$ cat src/rtl/lld_pkg.sv
package lld_pkg;

	localparam int TABLE_DEPTH = 16;
	localparam int SLOT_W      = 4;
	localparam int OCC_W       = 5;

	localparam logic [15:0] EXPECTED_TYPE_RST = 16'd288;
	localparam logic [15:0] MIN_LENGTH        = 16'd4;
	localparam logic [3:0]  ENTRY_LAST_IDX    = 4'd11;

	// Header byte positions.
	localparam logic [3:0] HB_TYPE_HI = 4'd0;
	localparam logic [3:0] HB_TYPE_LO = 4'd1;
	localparam logic [3:0] HB_LEN_HI  = 4'd2;
	localparam logic [3:0] HB_LEN_LO  = 4'd3;
	localparam logic [3:0] HB_CNT_HI  = 4'd6;
	localparam logic [3:0] HB_CNT_LO  = 4'd7;

	// Result status codes.
	localparam logic [2:0] ST_IDLE  = 3'd0;
	localparam logic [2:0] ST_BUSY  = 3'd1;
	localparam logic [2:0] ST_DONE  = 3'd2;
	localparam logic [2:0] ST_BAD   = 3'd3;
	localparam logic [2:0] ST_SHORT = 3'd4;
	localparam logic [2:0] ST_FULL  = 3'd5;

	// Table events.
	localparam logic [1:0] EV_NONE   = 2'd0;
	localparam logic [1:0] EV_NEW    = 2'd1;
	localparam logic [1:0] EV_UPDATE = 2'd2;

	typedef enum logic [1:0] {
		PH_IDLE,
		PH_HEADER,
		PH_ENTRIES
	} phase_t;

	typedef struct packed {
		logic       load;
		logic       type_hi;
		logic       type_lo;
		logic       len_hi;
		logic       len_lo;
		logic       cnt_hi;
		logic       cnt_lo;
		logic       shift_token;
		logic       shift_local;
		logic       shift_remote;
		logic       upsert;
		logic [2:0] status;
	} cmd_t;

	typedef struct packed {
		logic header_bad;
		logic count_zero;
		logic short_hdr;
		logic short_ent;
		logic last_entry;
		logic hit;
		logic free_any;
	} flags_t;

endpackage

$ cat src/rtl/lld_if.sv
interface lld_in_if;
	logic       valid;
	logic       ready;
	logic [7:0] data_byte;
	logic       first_byte;

	modport source (output valid, data_byte, first_byte, input ready);
	modport sink (input valid, data_byte, first_byte, output ready);
endinterface

interface lld_cfg_if;
	logic        valid;
	logic        ready;
	logic [15:0] expected_type;

	modport source (output valid, expected_type, input ready);
	modport sink (input valid, expected_type, output ready);
endinterface

interface lld_out_if;
	logic       valid;
	logic       ready;
	logic [2:0] parse_status;
	logic [1:0] entry_event;
	logic [3:0] entry_slot;
	logic [4:0] links_held;

	modport source (output valid, parse_status, entry_event, entry_slot, links_held,
		input ready);
	modport sink (input valid, parse_status, entry_event, entry_slot, links_held,
		output ready);
endinterface

$ cat src/rtl/link_list_element_decoder.sv
// Channel  | Direction | Carries
// elem     | in        | data_byte, first_byte
// cfg      | in        | expected_type (always ready)
// result   | out       | parse_status, entry_event, entry_slot, links_held
//
// Every request on elem yields one registered result, valid in the cycle after it is taken.
// The token match over the 16-slot table is a parallel compare done in the
// same cycle as the twelfth byte of an entry, so the lookup never stalls elem.
// A new request is taken while the previous result is being taken; a stalled
// result holds elem off. Reset clears the parser, valid bits and link count.
module link_list_element_decoder import lld_pkg::*; (
	input logic       clk,
	input logic       arst_n,
	lld_in_if.sink    elem,
	lld_cfg_if.sink   cfg,
	lld_out_if.source result
);

	cmd_t   cmd;
	flags_t flags;

	assign cfg.ready = 1'b1;

	lld_ctrl u_ctrl (
		.clk        (clk),
		.arst_n     (arst_n),
		.in_valid   (elem.valid),
		.first_byte (elem.first_byte),
		.out_ready  (result.ready),
		.flags      (flags),
		.in_ready   (elem.ready),
		.out_valid  (result.valid),
		.cmd        (cmd)
	);

	lld_datapath u_datapath (
		.clk          (clk),
		.arst_n       (arst_n),
		.data_byte    (elem.data_byte),
		.cmd          (cmd),
		.cfg_valid    (cfg.valid),
		.cfg_data     (cfg.expected_type),
		.flags        (flags),
		.parse_status (result.parse_status),
		.entry_event  (result.entry_event),
		.entry_slot   (result.entry_slot),
		.links_held   (result.links_held)
	);

	a_held_bound: assert property (@(posedge clk) disable iff (!arst_n)
		result.valid |-> (result.links_held <= OCC_W'(TABLE_DEPTH)))
		else $error("link count exceeds table depth");

	a_full_no_event: assert property (@(posedge clk) disable iff (!arst_n)
		(result.valid && result.parse_status == ST_FULL) |-> (result.entry_event == EV_NONE))
		else $error("dropped entry reports a table write");

	a_no_overrun: assert property (@(posedge clk) disable iff (!arst_n)
		(elem.valid && elem.ready) |-> (!result.valid || result.ready))
		else $error("request taken while result is stalled");

	a_new_grows: assert property (@(posedge clk) disable iff (!arst_n)
		(elem.valid && elem.ready) ##1 (result.entry_event == EV_NEW)
		|-> (result.links_held != 5'd0))
		else $error("inserted link not counted");

endmodule

$ cat src/rtl/lld_ctrl.sv
module lld_ctrl import lld_pkg::*; (
	input  logic   clk,
	input  logic   arst_n,
	input  logic   in_valid,
	input  logic   first_byte,
	input  logic   out_ready,
	input  flags_t flags,
	output logic   in_ready,
	output logic   out_valid,
	output cmd_t   cmd
);

	phase_t     phase_q, phase_d, eff_phase;
	logic [3:0] idx_q, idx_d, eff_idx;
	logic       out_valid_q;
	logic       accept;
	logic       full;
	logic [2:0] fin_ent;

	// The result register frees up in the same cycle it is taken.
	assign in_ready  = !out_valid_q || out_ready;
	assign accept    = in_valid && in_ready;
	assign out_valid = out_valid_q;

	// A first byte restarts the header regardless of where parsing stood.
	assign eff_phase = first_byte ? PH_HEADER : phase_q;
	assign eff_idx   = first_byte ? 4'd0 : idx_q;

	assign full    = !flags.hit && !flags.free_any;
	assign fin_ent = flags.short_ent ? ST_SHORT : ST_DONE;

	always_comb begin
		phase_d = phase_q;
		idx_d   = idx_q;
		if (accept) begin
			unique case (eff_phase)
				PH_HEADER: begin
					phase_d = PH_HEADER;
					idx_d   = eff_idx + 4'd1;
					if (eff_idx == HB_LEN_LO && flags.header_bad) begin
						phase_d = PH_IDLE;
					end else if (eff_idx == HB_CNT_LO) begin
						if (flags.count_zero) begin
							phase_d = PH_IDLE;
						end else begin
							phase_d = PH_ENTRIES;
							idx_d   = 4'd0;
						end
					end
				end
				PH_ENTRIES: begin
					if (eff_idx >= ENTRY_LAST_IDX) begin
						idx_d = 4'd0;
						if (flags.last_entry) begin
							phase_d = PH_IDLE;
						end
					end else begin
						idx_d = eff_idx + 4'd1;
					end
				end
				default: begin
				end
			endcase
		end
	end

	always_comb begin
		cmd      = '0;
		cmd.load = accept;
		cmd.status = ST_IDLE;
		unique case (eff_phase)
			PH_HEADER: begin
				cmd.status = ST_BUSY;
				unique case (eff_idx)
					HB_TYPE_HI: cmd.type_hi = 1'b1;
					HB_TYPE_LO: cmd.type_lo = 1'b1;
					HB_LEN_HI:  cmd.len_hi  = 1'b1;
					HB_LEN_LO: begin
						cmd.len_lo = 1'b1;
						if (flags.header_bad) begin
							cmd.status = ST_BAD;
						end
					end
					HB_CNT_HI: cmd.cnt_hi = 1'b1;
					HB_CNT_LO: begin
						cmd.cnt_lo = 1'b1;
						if (flags.count_zero) begin
							cmd.status = flags.short_hdr ? ST_SHORT : ST_DONE;
						end
					end
					default: begin
					end
				endcase
			end
			PH_ENTRIES: begin
				cmd.status = ST_BUSY;
				if (eff_idx < 4'd4) begin
					cmd.shift_token = 1'b1;
				end else if (eff_idx < 4'd8) begin
					cmd.shift_local = 1'b1;
				end else begin
					cmd.shift_remote = 1'b1;
				end
				if (eff_idx >= ENTRY_LAST_IDX) begin
					cmd.upsert = 1'b1;
					cmd.status = full ? ST_FULL : ST_BUSY;
					// A short length outranks a dropped entry, which outranks done.
					if (flags.last_entry && (fin_ent == ST_SHORT || !full)) begin
						cmd.status = fin_ent;
					end
				end
			end
			default: begin
			end
		endcase
	end

	always_ff @(posedge clk or negedge arst_n) begin
		if (!arst_n) begin
			phase_q     <= PH_IDLE;
			idx_q       <= 4'd0;
			out_valid_q <= 1'b0;
		end else begin
			phase_q <= phase_d;
			idx_q   <= idx_d;
			if (accept) begin
				out_valid_q <= 1'b1;
			end else if (out_ready) begin
				out_valid_q <= 1'b0;
			end
		end
	end

endmodule

$ cat src/rtl/lld_datapath.sv
module lld_datapath import lld_pkg::*; (
	input  logic        clk,
	input  logic        arst_n,
	input  logic [7:0]  data_byte,
	input  cmd_t        cmd,
	input  logic        cfg_valid,
	input  logic [15:0] cfg_data,
	output flags_t      flags,
	output logic [2:0]  parse_status,
	output logic [1:0]  entry_event,
	output logic [3:0]  entry_slot,
	output logic [4:0]  links_held
);

	logic [15:0] exp_type_q;
	logic [15:0] type_q, len_q, decl_q, left_q;
	logic [31:0] token_q, local_q, remote_q;
	logic [31:0] remote_next;
	logic [31:0] tok_mem [TABLE_DEPTH];
	logic [31:0] loc_mem [TABLE_DEPTH];
	logic [31:0] rem_mem [TABLE_DEPTH];
	logic [TABLE_DEPTH-1:0] valid_q;
	logic [OCC_W-1:0]       occ_q, occ_d;
	logic [TABLE_DEPTH-1:0] match;
	logic [SLOT_W-1:0]      hit_slot, free_slot, wr_slot;
	logic        hit, free_any, insert;
	logic [15:0] cnt_now;
	logic [19:0] need_hdr, need_ent;
	logic [1:0]  event_d;
	logic [SLOT_W-1:0] slot_d;

	logic [2:0]        status_q;
	logic [1:0]        event_q;
	logic [SLOT_W-1:0] slot_q;
	logic [OCC_W-1:0]  held_q;

	assign cnt_now = {decl_q[15:8], data_byte};

	// Length needed to cover all entries is 4 + 12 * count, built from shifts.
	assign need_hdr = 20'd4 + {1'b0, cnt_now, 3'b000} + {2'b00, cnt_now, 2'b00};
	assign need_ent = 20'd4 + {1'b0, decl_q, 3'b000} + {2'b00, decl_q, 2'b00};

	assign remote_next = {remote_q[23:0], data_byte};

	always_comb begin
		hit       = 1'b0;
		free_any  = 1'b0;
		hit_slot  = '0;
		free_slot = '0;
		for (int i = 0; i < TABLE_DEPTH; i++) begin
			match[i] = valid_q[i] && (tok_mem[i] == token_q);
		end
		// Walk from the top down so the lowest-numbered slot wins.
		for (int i = TABLE_DEPTH - 1; i >= 0; i--) begin
			if (match[i]) begin
				hit      = 1'b1;
				hit_slot = SLOT_W'(i);
			end
			if (!valid_q[i]) begin
				free_any  = 1'b1;
				free_slot = SLOT_W'(i);
			end
		end
	end

	always_comb begin
		flags.header_bad = (type_q != exp_type_q) || ({len_q[15:8], data_byte} < MIN_LENGTH);
		flags.count_zero = (cnt_now == 16'd0);
		flags.short_hdr  = ({4'd0, len_q} < need_hdr);
		flags.short_ent  = ({4'd0, len_q} < need_ent);
		flags.last_entry = (left_q == 16'd1);
		flags.hit        = hit;
		flags.free_any   = free_any;
	end

	assign insert  = cmd.upsert && !hit && free_any;
	assign wr_slot = hit ? hit_slot : free_slot;
	assign occ_d   = occ_q + OCC_W'(insert);

	always_comb begin
		event_d = EV_NONE;
		slot_d  = '0;
		if (cmd.upsert) begin
			if (hit) begin
				event_d = EV_UPDATE;
				slot_d  = hit_slot;
			end else if (free_any) begin
				event_d = EV_NEW;
				slot_d  = free_slot;
			end
		end
	end

	always_ff @(posedge clk or negedge arst_n) begin
		if (!arst_n) begin
			exp_type_q <= EXPECTED_TYPE_RST;
			type_q     <= '0;
			len_q      <= '0;
			decl_q     <= '0;
			left_q     <= '0;
			token_q    <= '0;
			local_q    <= '0;
			remote_q   <= '0;
			valid_q    <= '0;
			occ_q      <= '0;
		end else begin
			if (cfg_valid) begin
				exp_type_q <= cfg_data;
			end
			if (cmd.load) begin
				if (cmd.type_hi) type_q <= {data_byte, 8'h00};
				if (cmd.type_lo) type_q <= {type_q[15:8], data_byte};
				if (cmd.len_hi) len_q <= {data_byte, 8'h00};
				if (cmd.len_lo) len_q <= {len_q[15:8], data_byte};
				if (cmd.cnt_hi) decl_q <= {data_byte, 8'h00};
				if (cmd.cnt_lo) begin
					decl_q <= cnt_now;
					left_q <= cnt_now;
				end
				if (cmd.shift_token) token_q <= {token_q[23:0], data_byte};
				if (cmd.shift_local) local_q <= {local_q[23:0], data_byte};
				if (cmd.shift_remote) remote_q <= remote_next;
				if (cmd.upsert) begin
					left_q <= left_q - 16'd1;
					if (insert) begin
						valid_q[free_slot] <= 1'b1;
					end
				end
				occ_q <= occ_d;
			end
		end
	end

	// Table contents are only read behind a valid bit, so they carry no reset.
	always_ff @(posedge clk) begin
		if (cmd.load && cmd.upsert && (hit || free_any)) begin
			tok_mem[wr_slot] <= token_q;
			loc_mem[wr_slot] <= local_q;
			rem_mem[wr_slot] <= remote_next;
		end
	end

	always_ff @(posedge clk) begin
		if (cmd.load) begin
			status_q <= cmd.status;
			event_q  <= event_d;
			slot_q   <= slot_d;
			held_q   <= occ_d;
		end
	end

	assign parse_status = status_q;
	assign entry_event  = event_q;
	assign entry_slot   = slot_q;
	assign links_held   = held_q;

endmodule
$ cat src/flat_wrapper.sv
// flat-port wrapper written by rule: the top's interface ports become plain ports
module link_list_element_decoder_flat import lld_pkg::*;
  (clk, arst_n, elem_valid, elem_data_byte, elem_first_byte, elem_ready, cfg_valid, cfg_expected_type, cfg_ready, result_valid, result_parse_status, result_entry_event, result_entry_slot, result_links_held, result_ready);
  lld_in_if elem_i ();
  lld_cfg_if cfg_i ();
  lld_out_if result_i ();
  input logic clk;
  input logic arst_n;
  input wire logic [$bits(elem_i.valid)-1:0] elem_valid;
  input wire logic [$bits(elem_i.data_byte)-1:0] elem_data_byte;
  input wire logic [$bits(elem_i.first_byte)-1:0] elem_first_byte;
  output wire logic [$bits(elem_i.ready)-1:0] elem_ready;
  input wire logic [$bits(cfg_i.valid)-1:0] cfg_valid;
  input wire logic [$bits(cfg_i.expected_type)-1:0] cfg_expected_type;
  output wire logic [$bits(cfg_i.ready)-1:0] cfg_ready;
  output wire logic [$bits(result_i.valid)-1:0] result_valid;
  output wire logic [$bits(result_i.parse_status)-1:0] result_parse_status;
  output wire logic [$bits(result_i.entry_event)-1:0] result_entry_event;
  output wire logic [$bits(result_i.entry_slot)-1:0] result_entry_slot;
  output wire logic [$bits(result_i.links_held)-1:0] result_links_held;
  input wire logic [$bits(result_i.ready)-1:0] result_ready;
  assign elem_i.valid = elem_valid;
  assign elem_i.data_byte = elem_data_byte;
  assign elem_i.first_byte = elem_first_byte;
  assign elem_ready = elem_i.ready;
  assign cfg_i.valid = cfg_valid;
  assign cfg_i.expected_type = cfg_expected_type;
  assign cfg_ready = cfg_i.ready;
  assign result_valid = result_i.valid;
  assign result_parse_status = result_i.parse_status;
  assign result_entry_event = result_i.entry_event;
  assign result_entry_slot = result_i.entry_slot;
  assign result_links_held = result_i.links_held;
  assign result_i.ready = result_ready;
  link_list_element_decoder u_core (.clk(clk), .arst_n(arst_n), .elem(elem_i), .cfg(cfg_i), .result(result_i));
endmodule
$ cat config.mk
export PLATFORM = sky130hd
export DESIGN_NAME = link_list_element_decoder_flat
export DESIGN_NICKNAME = d
export VERILOG_FILES = /design/src/rtl/lld_pkg.sv /design/src/rtl/lld_if.sv /design/src/rtl/link_list_element_decoder.sv /design/src/rtl/lld_ctrl.sv /design/src/rtl/lld_datapath.sv /design/src/flat_wrapper.sv
export SDC_FILE = /design/constraint.sdc
export NUM_CORES = 1
export LEC_CHECK = 0
export BUFFER_PORTS_ARGS = -buffer_cell sky130_fd_sc_hd__buf_2
export CAP_MARGIN = 0
export CORE_MARGIN = 3
export CORE_UTILIZATION = 25
export DETAILED_ROUTE_END_ITERATION = 10
export HOLD_SLACK_MARGIN = 0.1
export PLACE_DENSITY = 0.45
export SLEW_MARGIN = 10
export SYNTH_ARGS = -nofsm -noshare
export SYNTH_HDL_FRONTEND = slang
export SYNTH_SLANG_ARGS = --single-unit
$ cat constraint.sdc
create_clock -name clk -period 5.3 [get_ports clk]
set_clock_uncertainty 0.2 [all_clocks]
set_input_delay 0.53 -clock clk [delete_from_list [all_inputs] [get_ports clk]]
set_output_delay 0.53 -clock clk [all_outputs]
set_load 0.01 [all_outputs]
Word-level counts from Yosys, hierarchy flattened
Memories as Yosys holds them, arrays and structs flattened.
Index checks and enable logic that the tools add are counted.
W data, S select, Z words.
Storage, ports and cells
  flip-flop bits (word level): 154
  memory bits (writable): 512
  bits of input ports: 30
  memories kept: 1
Operators by class
  add/sub/neg operators: 7
  order comparisons: 8
  equality and inequality tests: 28
  muxes and demuxes: 117
  bitwise logic cells: 5
  reductions and logical operators: 53
Memories
  u_core.u_datapath.tok_mem: words 16, width 32, rd ports 16, clocked after Yosys merged registers in 0, wr ports 1, line lld_datapath.sv:19  | logic [31:0] tok_mem [TABLE_DEPTH];
Operator list (count)
  $eq A32 B32 Y1: 16
  $mux W4: 42
  $mux W8: 6
  $mux W1: 47
  $add A20 B18 Y20: 2
  $add A3 B19 Y20 const A: 2
  $lt A16 B20 Y1: 2
  $mux W16: 2
  $logic_and A1 B1 Y1: 25
  $mux W2: 9
  $eq A16 B1 Y1 const B: 1
  $logic_not A16 Y1: 1
  $lt A16 B3 Y1 const B: 1
  $ne A16 B16 Y1: 1
  $or A16 B16 Y16: 1
  $sub A16 B1 Y16 const B: 1
  $mux W3: 5
  $pmux W3 S2: 2
  $reduce_and A2 Y1: 6
  $reduce_and A3 Y1: 4
  $reduce_bool A2 Y1: 6
  $eq A4 B2 Y1 const B: 2
  $eq A4 B3 Y1 const B: 2
  $pmux W4 S2: 1
  other kinds (21): 31

Longest topological paths before layout
Gate-level depths: netlist of the first run.
An unclocked memory read counts as a cell.
  depth in word-level cells: 31
  gate-level depth with buffers: 18

By module
A second synthesis of the first run with hierarchy kept.
Unflattened totals
  cells, all modules: 2277
  area total of the unflattened synthesis: 31144.9 um^2
By module, submodules not included
  lld_datapath: times used 1, cells an instance 2186, area an instance 30431.7 um^2
  lld_ctrl: times used 1, cells an instance 89, area an instance 701.9 um^2
  link_list_element_decoder: times used 1, cells an instance 2, area an instance 11.3 um^2

Worst setup path after synthesis of the first run
OpenSTA, ideal clock, no wires.
  kind: register to register
  start point: register u_core.u_datapath.token_q[24]
  end point: memory u_core.u_datapath.tok_mem[14][0] (enable)
  setup time: 0.461 ns
  data arrival time: 4.882 ns
  required time: 4.639 ns
  slack: -0.243 ns
  cell stages (with the launch flop): 13
  clock period less this slack: 5.543 ns
  cells stage by stage: dfrtp_1 buf_6 buf_6 xor2_1 or4b_4 nor4_4 nand3_1 a211oi_1 o211ai_1 a21oi_2 nor2b_2 nand2b_1 nor3_1
Between the ends
  cells in the longest elaborated chain, start to end: 22
Ends and longest elaborated chain
  start, declared: line lld_datapath.sv:17  | logic [31:0] token_q, local_q, remote_q;
  start signal, assigned: line lld_datapath.sv:120  | if (cmd.shift_token) token_q <= {token_q[23:0], data_byte};
  $eq A32 B32 Y1: line lld_datapath.sv:51  | match[i] = valid_q[i] && (tok_mem[i] == token_q);
  $logic_and A1 B1 Y1: line lld_datapath.sv:51
  $mux W1 (16 in series): line lld_datapath.sv:55  | if (match[i]) begin
  $logic_or A1 B1 Y1: line lld_datapath.sv:136  | if (cmd.load && cmd.upsert && (hit || free_any)) begin
  $logic_and A1 B1 Y1: line lld_datapath.sv:136
  $mux W1: line lld_datapath.sv:136
  $mux W1
  end, declared: line lld_datapath.sv:19
Several ways; a longest one is shown, not always the timed one.

==> results of run 1 <==
power breakdown:
group | switching, mW | internal [mW] | leakage, nW
sequential | 0.197 | 5.75 | 6.81
combinational | 0.919 | 0.732 | 6.75
clock | 2.23 | 3.07 | 1.22
total | 3.34 | 9.55 | 14.8
synthesized netlist by cell type (22+ instances only):
cell / instances
nor3_1: 67
xor2_1: 395
a21o_1: 22
dfrtp_1: 136
a22o_1: 23
xnor2_1: 159
nand2b_1: 30
nand2_1: 94
nor4_1: 175
edfxtp_1: 526
clkbuf_1: 31
buf_6: 23
nand3_1: 56
o21ai_0: 70
a21oi_1: 40
inv_1: 45
nor2_1: 50
mux2_2: 57
ha_1: 73
nand4_1: 79
buf_4: 25
through the flow:
stage                     instance area, µm²  setup WS, ns  TNS [ns]  cells  utilization
after CTS                              38000         0.437         0   4310        0.300
after floorplan                        32100        -0.243    -51.80   2409            -
after global placement                 35200         0.371         0   4143        0.278
after detailed placement               35200         0.470         0   4143        0.278
final                                  38000         0.452         0   4310        0.300
after global routing                   38000         0.133         0   4310        0.300
flip-flops by register name (all words and copies together) (netlist names), 3 cells and up:
register and count:
u_core.u_datapath.occ_q 5, u_core.u_datapath.type_q 16, u_core.u_datapath.exp_type_q 16, u_core.u_datapath.tok_mem 512, u_core.u_ctrl.idx_q 4, u_core.u_datapath.links_held 5
u_core.u_datapath.decl_q 16, u_core.u_datapath.len_q 14, u_core.u_datapath.parse_status 3, u_core.u_datapath.entry_slot 4, u_core.u_datapath.left_q 16, u_core.u_datapath.token_q 32
u_core.u_datapath.valid_q 16
cell families (layout without fill, tap and decap cells):
logic type      count (synthesis)  in the layout  synth area share
simple gates                  660            660             0.118
other cells                     1              1          0.000117
flops                         664            664             0.600
buf+inv                       144            395            0.0271
fa+ha+maj                      75             75            0.0297
mux                            60             60            0.0209
xor+xnor                      556            556             0.152
compound gates                249            249            0.0516
layer usage:
metal  global-route usage  vias up  wire, µm
met4               0.0376        0      2420
met3               0.0211      147      4260
li1                     -     9385         -
met2                0.230      550     43600
met5                    0        -         0
met1                0.201    10500     45400
layout make-up:
cell class | count | area, µm² | area share
sequential | 664 | 19300 | 0.508
multi-input combinational | 1601 | 12100 | 0.319
clock buffer | 107 | 2160 | 0.0570
tap | 1650 | 2060 | 0.0544
timing repair buffer | 208 | 1860 | 0.0489
clock inverter | 35 | 328 | 0.00863
inverter | 45 | 169 | 0.00445
what timing repair did:
item,CTS,global route
hold buffers,25,0
hold endpoints to repair,124,0
setup endpoints to repair,0,0
worst max path at each step:
stage | end | from | depth (start not counted) | slack, ns
2_1_floorplan | u_core.u_datapath.tok_mem[14][0]$_DFFE_PP_ | u_core.u_datapath.token_q[24]$_DFFE_PN0P_ | 12 | -0.24
3_3_place_gp | u_core.u_datapath.parse_status[2]$_DFFE_PP_ | u_core.u_datapath.decl_q[2]$_DFFE_PN0P_ | 17 | 0.37
3_5_place_dp | u_core.u_datapath.parse_status[2]$_DFFE_PP_ | u_core.u_datapath.decl_q[2]$_DFFE_PN0P_ | 17 | 0.47
4_1_cts | u_core.u_datapath.tok_mem[10][10]$_DFFE_PP_ | u_core.u_datapath.token_q[11]$_DFFE_PN0P_ | 12 | 0.44
5_1_grt | u_core.u_datapath.parse_status[2]$_DFFE_PP_ | u_core.u_datapath.decl_q[2]$_DFFE_PN0P_ | 17 | 0.13
6_report | u_core.u_datapath.parse_status[2]$_DFFE_PP_ | u_core.u_datapath.decl_q[2]$_DFFE_PN0P_ | 17 | 0.45
critical path, cell delays in order, from the launching register on:
cell	delay, ns
dfrtp_1	0.43
ha_1	0.39
a21oi_1	0.22
nand2_1	0.14
a211o_1	0.29
a21o_1	0.21
a211o_1	0.38
a21o_1	0.18
a21oi_1	0.20
xor2_1	0.11
ha_1	0.30
and4_1	0.19
o2111ai_1	0.10
o21a_1	0.20
a2111oi_0	0.53
nand3_1	0.20
a21oi_1	0.19
o31ai_1	0.09
==> impl_results.md, run 1 <==
* Status: completed
* Post-CTS sizing at 0
* Count of cell types in the netlist at 80
* Worst r2r src: u_core.u_datapath.decl_q[2]$_DFFE_PN0P_
* Clk buf depth at 3
* Fillers at 12.7k
* DR WL/cell at 22.2 µm
* Starting Density at 0.253
* Syn nets at 2514
* Die Ht at 364 µm
* Most frequent cells in the layout: edfxtp_1 (526), xor2_1 (395), nor4_1 (174)
* Drt pass-1 iters at 5
* Number of global-route vias before repair at 21.2k
* Pwr dens at 340 nW/µm²
* Setup repair after global routing missed its margin: no
* Most area-hungry cell type in the Yosys netlist: edfxtp_1
* Hold path cells at 3
* Syn_area_per_cell at 13.3 µm²
* Hold Path Class: input port to flip-flop
* Most common cell after layout, fill and taps aside: edfxtp_1
* Via density at 4.78
* Die ar. at 133000 µm²
* Top_reg_cell synth: edfxtp_1
* Cell Rows at 130
* Residual DRC at 0
* Largest net degree at the start of global routing at 103
* Register area share after synthesis at 0.600
* Global Route Usage Sum at 0.143
* Area contributors post-synth: edfxtp_1 (49%), xor2_1 (11%), dfrtp_1 (11%), xnor2_1 (4.3%), nor4_1 (3.4%)
* Synth async-reset ratio at 0.208
* Nets at 2704
* YS warnings at 0
* Slew headroom at 0.212
* Worst skew pair latency at 0.67 ns
* CP required at 5.46 ns
* Register bit total from synthesis at 664
* Arrival time worst endpoint at 5.01 ns
* Initial antenna violation count at 2
* Worst R2R End: u_core.u_datapath.parse_status[2]$_DFFE_PP_
* Period utilization at 0.915
* Endpoint type of the worst setup path: flip-flop
* Leak pwr at 14.8 nW
* R2r setup slk at 0.45 ns
* Crit path kind: flip-flop to flip-flop
* Mapped Area at 32100 µm²
* WHS at 0.144 ns
* HP Start: elem_data_byte[2]
* R2R cell count at 17
* Vias at 20.6k
* Max-cap viol count at 0
* Endpoints failing hold at 0
* Die X at 364 µm
* Gpl congestion at 0.848
* Worst-margin pin slew at 1.18 ns
* Minimum clock period at 4.85 ns
* Post-CTS setup buffers at 0
* Number of synthesized flops with an enable pin at 526
* Ant diodes at 0
* Total power at 12.9 mW
* I/O pin cnt at 47
* CTS clk-pin slew, worst paths at 0.06 ns
* Fmax at 206 MHz
* Total CTS buffers at 79
* Grt ovf at 0
* Antenna viol nets, final at 0
* 1st-iter DRT viols at 1853
* Final Max Slew Viols at 0
* Crit start category: flip-flop
* Port bufs at 45
* Core area at 127000 µm²
* First-pass GRT wire length at 143 mm
* H-tree levels at 3
* Max VDD drop at 241 µV
* Routed wire length at 95.6 mm
* CTS tree: done
* CTS sink cnt at 664
* CTS Root Cell: clkbuf_16
* Crit path max fanout at 5
* Share of the synthesized area in the top cell type at 0.492
* Post-DP HPWL at 64.2 mm
* Cells after Synth at 2409
* Layout area overhead at 18.4%
* Final setup fails at 0
* Worst Hold Path EP: u_core.u_datapath.decl_q[10]$_DFFE_PN0P_
* Layout cells sized above 1 at 0.162
Note: power is estimated with default switching activity, not from simulation.
==> run 2: changes to the inputs <==
--- a/config.mk
+++ b/config.mk
@@ -8,10 +8,10 @@
 export BUFFER_PORTS_ARGS = -buffer_cell sky130_fd_sc_hd__buf_2
 export CAP_MARGIN = 0
 export CORE_MARGIN = 3
-export CORE_UTILIZATION = 25
+export CORE_UTILIZATION = 57
 export DETAILED_ROUTE_END_ITERATION = 10
 export HOLD_SLACK_MARGIN = 0.1
-export PLACE_DENSITY = 0.45
+export PLACE_DENSITY = 0.81
 export SLEW_MARGIN = 10
 export SYNTH_ARGS = -nofsm -noshare
 export SYNTH_HDL_FRONTEND = slang
==> run 2 against run 1 <==
  * Total power decreased by 4.6%
  * Cell count shrank 22%
  * Clock power is 12% lower
  * Highest routed layer is now met5
  * Largest power group unchanged
  * Count of clock-buffer cells in the layout shrank 14
  * Flip-flop and latch count is the same
  * Critical path type unchanged
==> impl_results.md, run 2 (synthesized netlist as in run 1, its figures left out) <==
* Status: completed
* Number of global-route vias before repair at 21.5k
* DR WL/cell at 25.3 µm
* Reg with most FFs: u_core.u_datapath.tok_mem
* Crit start category: flip-flop
* Routed wire length at 85.1 mm
* Busiest grt layer: met2
* Initial antenna violation count at 2
* Worst-margin pin slew at 1.13 ns
* Final Max Slew Viols at 0
* Grt ovf at 0
* Largest net degree at the start of global routing at 91
* Max VDD drop at 287 µV
* Total power at 12.3 mW
* Largest registers: u_core.u_datapath.tok_mem: 512 flops, u_core.u_datapath.token_q: 32 flops
* CP required at 5.43 ns
* Die ar. at 59200 µm²
* Hold Path Class: input port to flip-flop
* Starting Density at 0.579
* Pwr dens at 339 nW/µm²
* Fmax at 204 MHz
* First-pass GRT wire length at 130 mm
* Endpoints failing hold at 0
* Drt pass-1 iters at 5
* CTS tree: done
* CTS Root Cell: clkbuf_16
* Layout cells sized above 1 at 0.152
* Port bufs at 45
* Fillers at 3819
* Max reg flops at 512
* Antenna viol nets, final at 0
* Worst skew pair latency at 0.62 ns
* Clk buf depth at 3
* Leak pwr at 14.5 nW
* 1st-iter DRT viols at 2294
* Register area at 19300 µm²
* CTS sink cnt at 664
* Gpl congestion at 0.940
* Minimum clock period at 4.90 ns
* Most frequent cells in the layout: edfxtp_1 (526), xor2_1 (395), nor4_1 (174)
* Final setup fails at 0
* Met3 Use GR at 0.0471
* Layout area overhead at 13.2%
* Post-DP HPWL at 55.1 mm
* Core area at 55400 µm²
* CTS clk-pin slew, worst paths at 0.06 ns
* Crit path kind: flip-flop to flip-flop
* Endpoint type of the worst setup path: flip-flop
* Period utilization at 0.925
* Vias at 21.2k
* Non-Filler Instances at 3363
* I/O pin cnt at 47
* Global Route Usage Sum at 0.288
* Ant diodes at 0
* Via density at 6.31
* Arrival time worst endpoint at 5.03 ns
* WHS at 0.140 ns
* Multi-input gate area at 12100 µm²
* Cell Rows at 86
* Met2 usage at 0.457
* Slew headroom at 0.243
* Max-cap viol count at 0
* Crit path max fanout at 5
* Post-CTS setup buffers at 0
* Post-route setup TNS at 0 ns
* Placed cells at 3223
* Residual DRC at 0
* H-tree levels at 3
* Met1 Usage GRT at 0.396
* Total CTS buffers at 69
* Die X at 243 µm
* Die Ht at 243 µm
* Most common cell after layout, fill and taps aside: edfxtp_1
* Nets at 2670
* Setup repair after global routing missed its margin: no
[run 2: worst max-delay path, stage by stage, from the launching register on]
cell,delay (ns)
dfrtp_1,0.42
ha_1,0.39
a21oi_1,0.22
nand2_1,0.14
a211o_1,0.29
a21o_1,0.21
a211o_1,0.41
a21o_1,0.20
a21oi_1,0.16
xor2_1,0.09
ha_1,0.30
and4_1,0.19
o2111ai_1,0.10
o21a_1,0.23
a2111oi_1,0.59
nand3_1,0.21
a21oi_1,0.18
o31ai_1,0.09
[run 2: layer usage]
metal / vias up / routed length, µm
met1: 10500 / 34000
met5: - / 11
li1: 9326 / -
met3: 251 / 7530
met4: 2 / 3730
met2: 1126 / 39900
[run 2: where the power goes]
group          leakage [nW]  switching [mW]  total, mW  internal [mW]
Combinational          6.62           0.942       1.68          0.735
Clock                  1.05            1.99       4.64           2.65
Sequential             6.81           0.234       5.98           5.75
Total                  14.5            3.17       12.3           9.13
[run 2: stage by stage]
| stage | util | worst slack [ns] | instance area, µm² |
|---|---|---|---|
| 2_1_floorplan | - | -0.243 | 32100 |
| 3_3_place_gp | 0.613 | 0.359 | 34000 |
| 3_5_place_dp | 0.613 | 0.321 | 34000 |
| 4_1_cts | 0.655 | 0.296 | 36300 |
| 5_1_grt | 0.655 | 0.0912 | 36300 |
| 6_report | 0.655 | 0.396 | 36300 |
[run 2: path summary, 6_finish.rpt]
| check | depth (start not counted) | slack (ns) | end | startpoint |
|---|---|---|---|---|
| max reg2reg | 17 | 0.40 | u_core.u_datapath.parse_status[2]$_DFFE_PP_ | u_core.u_datapath.decl_q[2]$_DFFE_PN0P_ |
| max | 17 | 0.40 | u_core.u_datapath.parse_status[2]$_DFFE_PP_ | u_core.u_datapath.decl_q[2]$_DFFE_PN0P_ |
| min | 3 | 0.14 | u_core.u_datapath.decl_q[11]$_DFFE_PN0P_ | elem_data_byte[3] |
| min reg2reg | 1 | 0.31 | u_core.u_datapath.occ_q[4]$_DFFE_PN0P_ | u_core.u_datapath.occ_q[4]$_DFFE_PN0P_ |
| max in group asynchronous | 3 | 3.30 | u_core.u_datapath.decl_q[5]$_DFFE_PN0P_ | arst_n |
| min in group asynchronous | 2 | 0.37 | u_core.u_datapath.occ_q[4]$_DFFE_PN0P_ | arst_n |
[run 2: final cells by class]
cell class                 count  share of cell area
tap                          748              0.0258
multi-input combinational   1601               0.333
inverter                      45             0.00465
clock inverter                28             0.00613
timing repair buffer         184              0.0461
sequential                   664               0.531
clock buffer                  93              0.0529
[run 2: repair_timing]
action / in CTS / in global routing
hold endpoints to repair: 106 / 0
resized for setup: 0 / 1
hold buffers: 19 / 0
endpoints found under the setup margin: 0 / 1
